[src/rtl/sped_pkg.sv]
// Shared types, constants and the CORDIC arctangent table for the
// satellite pass elevation detector. No dependencies.
`timescale 1ns / 1ps
`default_nettype none

package sped_pkg;

  // Field widths
  localparam int LAT_W  = 24;
  localparam int LON_W  = 25;
  localparam int ALT_W  = 20;
  localparam int TIME_W = 32;
  localparam int ELEV_W = 24;
  localparam int STAT_W = 3;

  // Internal angles are degrees * 2^IFRAC; datapath words are D_W bits signed
  localparam int IFRAC = 24;
  localparam int D_W   = 34;

  localparam logic signed [D_W-1:0] GAIN_Q30   = 34'sd652032874;
  localparam logic signed [D_W-1:0] RE_KM4096  = 34'sd26095616;
  localparam logic [ALT_W:0]        RADIUS_X16 = 21'd101936;

  localparam longint FULL_TURN    = 64'sd6039797760;
  localparam longint HALF_TURN    = 64'sd3019898880;
  localparam longint QUARTER_TURN = 64'sd1509949440;

  // Register indexes on the configuration port
  localparam logic [1:0] REG_OBS_LAT = 2'd0;
  localparam logic [1:0] REG_OBS_LON = 2'd1;
  localparam logic [1:0] REG_MIN_EL  = 2'd2;

  typedef enum logic [STAT_W-1:0] {
    ST_SEARCHING  = 3'd0,
    ST_VISIBLE    = 3'd1,
    ST_PASS_FOUND = 3'd2,
    ST_NO_PASS    = 3'd3,
    ST_IDLE       = 3'd4
  } search_status_e;

  typedef enum logic [3:0] {
    BK_IDLE, BK_LOAD, BK_REDUCE, BK_FOLD, BK_ROT, BK_MUL, BK_FIX,
    BK_VEC1, BK_GAIN, BK_CHK, BK_VEC2, BK_ROUND, BK_OUT
  } bk_state_e;

  typedef enum logic [1:0] {
    ANG_OBS_LAT, ANG_SAT_LAT, ANG_DLON
  } ang_sel_e;

  typedef enum logic [3:0] {
    MS_Q, MS_T1, MS_T2, MS_T3, MS_T4, MS_T5, MS_SUM, MS_DU, MS_DE, MS_DN
  } mul_step_e;

  typedef struct packed {
    logic signed [LAT_W-1:0] sat_lat;
    logic signed [LON_W-1:0] sat_lon;
    logic [ALT_W-1:0]        sat_alt_km;
    logic                    pos_valid;
    logic [TIME_W-1:0]       sample_time;
    logic                    first_sample;
    logic                    last_sample;
  } item_t;

  typedef struct packed {
    logic  calc;
    item_t item;
  } q_entry_t;

  typedef struct packed {
    logic     valid;
    q_entry_t entry;
  } queue_head_t;

  typedef struct packed {
    logic signed [LAT_W-1:0] lat;
    logic signed [LON_W-1:0] lon;
    logic signed [LAT_W-1:0] min_el;
  } cfg_t;

  typedef struct packed {
    logic                  start;
    logic                  vect;
    logic signed [D_W-1:0] x;
    logic signed [D_W-1:0] y;
    logic signed [D_W-1:0] z;
  } cordic_req_t;

  typedef struct packed {
    logic                  done;
    logic signed [D_W-1:0] x;
    logic signed [D_W-1:0] y;
    logic signed [D_W-1:0] z;
  } cordic_rsp_t;

  // atan(2^-i) in degrees * 2^24
  function automatic logic signed [D_W-1:0] atan_deg(input logic [4:0] idx);
    logic signed [D_W-1:0] v;
    case (idx)
      5'd0:    v = 34'sd754974720;
      5'd1:    v = 34'sd445687602;
      5'd2:    v = 34'sd235489088;
      5'd3:    v = 34'sd119537938;
      5'd4:    v = 34'sd60000934;
      5'd5:    v = 34'sd30029717;
      5'd6:    v = 34'sd15018523;
      5'd7:    v = 34'sd7509720;
      5'd8:    v = 34'sd3754917;
      5'd9:    v = 34'sd1877466;
      5'd10:   v = 34'sd938734;
      5'd11:   v = 34'sd469367;
      5'd12:   v = 34'sd234684;
      5'd13:   v = 34'sd117342;
      5'd14:   v = 34'sd58671;
      5'd15:   v = 34'sd29335;
      5'd16:   v = 34'sd14668;
      5'd17:   v = 34'sd7334;
      5'd18:   v = 34'sd3667;
      5'd19:   v = 34'sd1833;
      5'd20:   v = 34'sd917;
      5'd21:   v = 34'sd458;
      5'd22:   v = 34'sd229;
      5'd23:   v = 34'sd115;
      5'd24:   v = 34'sd57;
      5'd25:   v = 34'sd29;
      5'd26:   v = 34'sd14;
      5'd27:   v = 34'sd7;
      5'd28:   v = 34'sd4;
      5'd29:   v = 34'sd2;
      5'd30:   v = 34'sd1;
      default: v = '0;
    endcase
    return v;
  endfunction

endpackage

`default_nettype wire

[src/rtl/sped_ifs.sv]
// Valid/ready channel interfaces for sample words in and result words out.
// Depends on sped_pkg for field widths.
`timescale 1ns / 1ps
`default_nettype none

interface sped_in_if;
  logic                              valid;
  logic                              ready;
  logic signed [sped_pkg::LAT_W-1:0] sat_lat;
  logic signed [sped_pkg::LON_W-1:0] sat_lon;
  logic [sped_pkg::ALT_W-1:0]        sat_alt_km;
  logic                              pos_valid;
  logic [sped_pkg::TIME_W-1:0]       sample_time;
  logic                              first_sample;
  logic                              last_sample;

  modport source (output valid, sat_lat, sat_lon, sat_alt_km, pos_valid, sample_time,
                  first_sample, last_sample, input ready);
  modport sink (input valid, sat_lat, sat_lon, sat_alt_km, pos_valid, sample_time,
                first_sample, last_sample, output ready);
endinterface


`default_nettype wire

[src/rtl/sped_front.sv]
// Front end: accepts sample words, marks which need the full solve and
// holds them in a two-entry queue for the back end. Depends on sped_pkg.
`timescale 1ns / 1ps
`default_nettype none

module sped_front (
  input  wire logic                  clk_i,
  input  wire logic                  rst_ni,
  sped_in_if.sink                    in_ch,
  output sped_pkg::queue_head_t      head_o,
  input  wire logic                  pop_i
);

  sped_pkg::q_entry_t mem_q [2];
  sped_pkg::q_entry_t new_entry;
  logic               wr_ptr_q, wr_ptr_d;
  logic               rd_ptr_q, rd_ptr_d;
  logic [1:0]         cnt_q, cnt_d;
  logic               push, pop;

  assign in_ch.ready = (cnt_q != 2'd2);
  assign push        = in_ch.valid && in_ch.ready;
  assign pop         = pop_i && (cnt_q != 2'd0);

  always_comb begin
    new_entry.item.sat_lat      = in_ch.sat_lat;
    new_entry.item.sat_lon      = in_ch.sat_lon;
    new_entry.item.sat_alt_km   = in_ch.sat_alt_km;
    new_entry.item.pos_valid    = in_ch.pos_valid;
    new_entry.item.sample_time  = in_ch.sample_time;
    new_entry.item.first_sample = in_ch.first_sample;
    new_entry.item.last_sample  = in_ch.last_sample;
    // invalid positions skip the trigonometry altogether
    new_entry.calc              = in_ch.pos_valid;
  end

  always_comb begin
    wr_ptr_d = push ? ~wr_ptr_q : wr_ptr_q;
    rd_ptr_d = pop ? ~rd_ptr_q : rd_ptr_q;
    cnt_d    = cnt_q + {1'b0, push} - {1'b0, pop};
  end

  always_ff @(posedge clk_i or negedge rst_ni) begin
    if (!rst_ni) begin
      wr_ptr_q <= 1'b0;
      rd_ptr_q <= 1'b0;
      cnt_q    <= 2'd0;
    end else begin
      wr_ptr_q <= wr_ptr_d;
      rd_ptr_q <= rd_ptr_d;
      cnt_q    <= cnt_d;
    end
  end

  always_ff @(posedge clk_i) begin
    if (push) begin
      mem_q[wr_ptr_q] <= new_entry;
    end
  end

  assign head_o.valid = (cnt_q != 2'd0);
  assign head_o.entry = mem_q[rd_ptr_q];

endmodule

`default_nettype wire

[src/flat_wrapper.sv]
// flat-port wrapper written by rule: the top's interface ports become plain ports
module sped_front_flat 
  (clk_i, rst_ni, head_o, pop_i, in_ch_valid, in_ch_sat_lat, in_ch_sat_lon, in_ch_sat_alt_km, in_ch_pos_valid, in_ch_sample_time, in_ch_first_sample, in_ch_last_sample, in_ch_ready);
  sped_in_if in_ch_i ();
  input  wire logic clk_i;
  input  wire logic rst_ni;
  output sped_pkg::queue_head_t head_o;
  input  wire logic pop_i;
  input wire logic [$bits(in_ch_i.valid)-1:0] in_ch_valid;
  input wire logic [$bits(in_ch_i.sat_lat)-1:0] in_ch_sat_lat;
  input wire logic [$bits(in_ch_i.sat_lon)-1:0] in_ch_sat_lon;
  input wire logic [$bits(in_ch_i.sat_alt_km)-1:0] in_ch_sat_alt_km;
  input wire logic [$bits(in_ch_i.pos_valid)-1:0] in_ch_pos_valid;
  input wire logic [$bits(in_ch_i.sample_time)-1:0] in_ch_sample_time;
  input wire logic [$bits(in_ch_i.first_sample)-1:0] in_ch_first_sample;
  input wire logic [$bits(in_ch_i.last_sample)-1:0] in_ch_last_sample;
  output wire logic [$bits(in_ch_i.ready)-1:0] in_ch_ready;
  assign in_ch_i.valid = in_ch_valid;
  assign in_ch_i.sat_lat = in_ch_sat_lat;
  assign in_ch_i.sat_lon = in_ch_sat_lon;
  assign in_ch_i.sat_alt_km = in_ch_sat_alt_km;
  assign in_ch_i.pos_valid = in_ch_pos_valid;
  assign in_ch_i.sample_time = in_ch_sample_time;
  assign in_ch_i.first_sample = in_ch_first_sample;
  assign in_ch_i.last_sample = in_ch_last_sample;
  assign in_ch_ready = in_ch_i.ready;
  sped_front u_core (.clk_i(clk_i), .rst_ni(rst_ni), .in_ch(in_ch_i), .head_o(head_o), .pop_i(pop_i));
endmodule
[config.mk]
export PLATFORM = sky130hd
export DESIGN_NAME = sped_front_flat
export DESIGN_NICKNAME = d
export VERILOG_FILES = /design/src/rtl/sped_pkg.sv /design/src/rtl/sped_ifs.sv /design/src/rtl/sped_front.sv /design/src/flat_wrapper.sv
export SDC_FILE = /design/constraint.sdc
export NUM_CORES = 1
export LEC_CHECK = 0
export BUFFER_PORTS_ARGS = -buffer_cell sky130_fd_sc_hd__buf_2
export CORE_AREA = 4 4 125 127
export CTS_CLUSTER_DIAMETER = 120
export CTS_CLUSTER_SIZE = 8
export DETAILED_ROUTE_END_ITERATION = 12
export DIE_AREA = 0 0 129 131
export HOLD_SLACK_MARGIN = 0.1
export PLACE_DENSITY = 0.87
export SLEW_MARGIN = 20
export SYNTH_ARGS = -nofsm -noshare
export SYNTH_HDL_FRONTEND = slang
export SYNTH_SLANG_ARGS = --single-unit
[constraint.sdc]
create_clock -name clk_i -period 8.1 [get_ports clk_i]
set_input_delay 1.62 -clock clk_i [delete_from_list [all_inputs] [get_ports clk_i]]
set_output_delay 1.62 -clock clk_i [all_outputs]
set_load 0.005 [all_outputs]
==> summary.txt <==
STA
  – Final Hold Vio Count: 0
  – Min Tclk post-route: 4.431 ns
  – RSZ-0062 raised after global routing: no
  – Period utilization: 54.70%
  – Max-slew violations: 0
  – Max transition margin: 38.66%
  – Max Fclk: 225.7 MHz
  – Worst setup margin: 3.669 ns
  – Setup violators final: 0
  – Worst Skew: 0.007372 ns
  – Setup TNS Final: 0 ns
  – Worst-margin pin slew: 0.9201 ns

Routing
  – DR DRC count: 0
  – DR vias: 4000
  – Vias per std cell: 5.141
  – DR WL/cell: 19.16 um
  – Post-route ant nets: 0
  – Drt total wl: 14910 um
  – Drt first pass iters: 4
  – Initial drt markers: 187

Clock network
  – Max clock buf depth: 3
  – Clock sink count: 212
  – Root Driver: clkbuf_16
  – CTS clk-pin slew, worst paths: 0.05 ns
  – Post-CTS Hold Buffers: 0
  – Gates resized, CTS repair: 0
  – H-Tree Level Count: 1
  – Clk Latency, worst-skew pair: 0.51 ns
  – Post-CTS Setup Inserts: 0
  – CTS Buf Count: 30
  – CTS tree: built

Die
  – I/O pin count: 215
  – Placement row count: 44
  – Die H: 131 um
  – Die area: 16900 um2
  – Initial core utilization: 55.24%
  – Core Area: 14420 um2
  – Die width: 129 um

Worst setup path
  – Critical path required time: 6.48 ns
  – Worst Path Arrival: 2.81 ns
  – Setup crit end kind: output pin
  – Startpoint Class: flip-flop
  – Kind of critical path: flip-flop to output pin
  – Crit-path max FO: 56

Hold path
  – Hold Crit Class: flip-flop to flip-flop

Synthesis
  – Seq/Total Area, Yosys: 79.65%
  – Synth cell count leaders: edfxtp_1 (208), mux2_2 (54), mux2_4 (50)
  – EDFF count, synth: 208
  – Mapped cell area: 7968 um2
  – Top-count cell post-synth: edfxtp_1
  – Syn Area/Cell: 23.16 um2
  – Primary FF master, synth: edfxtp_1
  – Synth Instances: 344
  – Syn Nets: 454
  – Synth top area share: 78.39%
  – Yosys reg bits: 212
  – Top cell type by total area after synthesis: edfxtp_1
  – Ys async rst share: 1.887%
  – Synth warnings: 0
  – Dominant cells by area after synthesis: edfxtp_1 (78%), mux2_4 (9.4%), mux2_2 (7.6%)
  – Synth unique cells: 19

GRT
  – Global-route wire length before repair: 22020 um
  – Largest net degree at the start of global routing: 61
  – Initial antenna violation count: 2
  – Total congestion overflow: 0
  – GRT Overall Usage: 16.83%
  – Vias in the first global route: 4356

Cells and area
  – Number of fill cells: 908
  – NumNets Final: 691
  – Multi-input logic area: 1464 um2
  – Area Growth Syn to Fin: 25.63%
  – Share of layout cells above drive strength 1: 60.37%
  – Register area: 6350 um2

Placed design
  – Gp weighted congestion: 0.7053
  – Dpl ws: 4.146 ns
  – Placed wire-length estimate: 10010 um
  – Port Buffers: 214

Run status
  – Run status: finished clean

Pwr
  – Post-route total power: 3682 uW
  – VDD IR-drop max: 242.7 uV
  – Cell Pwr Density: 367.9 nW/um2
  – Pleak: 0.003932 uW

Flow run
  – Max-cap violation count: 0
-- metrics by stage --
stage / cells / hold WS (ns) / utilization, % / cell area (um2)
floorplan: 344 / 0.4604 / - / 7968
global placement: 733 / 0.5380 / 63.48 / 9156
detailed placement: 733 / 0.5466 / 63.48 / 9156
global route: 778 / 0.5950 / 69.40 / 10010
CTS: 777 / 0.5676 / 69.38 / 10010
finish: 778 / 0.5747 / 69.40 / 10010
-- final cells by class --
cell class              instances  area share, %
flip-flops and latches        212          63.44
diodes                          1        0.02500
repair buffers                218          11.00
clock inverters                 1         0.3000
inverters                       3         0.1125
well taps                     184          2.300
multi-input cells             116          14.62
clock buffers                  43          8.200
-- cells by family after synthesis --
logic type,Yosys count,synth area share (%)
xor gates and xnor gates,4,0.4398
buffers and inverters,16,2.136
DFF,212,79.65
muxes,104,17.05
and+or+nand+nor,6,0.4084
adders and majority gates,2,0.3140
-- metal layers --
layer	wire length, um	GRT usage, %	up-vias	share of wire [%]
met1	5434	19.10	1952	36
met4	232	4.324	2	1.6
met3	1353	5.122	29	9.1
met2	7875	31.04	176	53
li1	-	-	1841	-
met5	13	0	-	0.087
-- cells in the final DEF (no fill, tap or decap), types with 2 or more instances in the layout --
master     count
buf_2        214
edfxtp_1     208
mux2_2        54
mux2_4        50
clkbuf_16     31
clkbuf_1      12
buf_4          4
inv_1          3
xnor2_1        3
dfrtp_1        3
ha_1           2
-- registers in the layout, indices dropped and copies added, names as in the netlist --
name / count
u_core.wr_ptr_q: 1
u_core.rd_ptr_q: 1
u_core.cnt_q: 2
u_core.mem_q: 208
-- final timing paths --
path	from	to	slack, ns	cells past startpoint
worst min register to register	u_core.wr_ptr_q$_DFFE_PN0P_	u_core.wr_ptr_q$_DFFE_PN0P_	0.57	1
min in group asynchronous	rst_ni	u_core.cnt_q[0]$_DFF_PN0_	0.91	1
worst max register to register	u_core.cnt_q[1]$_DFF_PN0_	u_core.mem_q[1][62]$_DFFE_PP_	5.78	3
worst min-delay path	u_core.wr_ptr_q$_DFFE_PN0P_	u_core.wr_ptr_q$_DFFE_PN0P_	0.57	1
worst max-delay path	u_core.rd_ptr_q$_DFFE_PN0P_	head_o[104]	3.67	3
max in group asynchronous	rst_ni	u_core.rd_ptr_q$_DFFE_PN0P_	7.05	1
-- where the power goes --
part / total, uW / internal, uW / switching [uW]
sequential: 1620 / 1510 / 117
combinational: 952 / 518 / 434
clock: 1110 / 715 / 390
-- critical path, stage by stage, from the launching register on --
cell	delay [ns]
dfrtp_4	0.88
buf_4	0.84
mux2_2	0.43
buf_2	0.14
(Power assumes the default switching activity.)
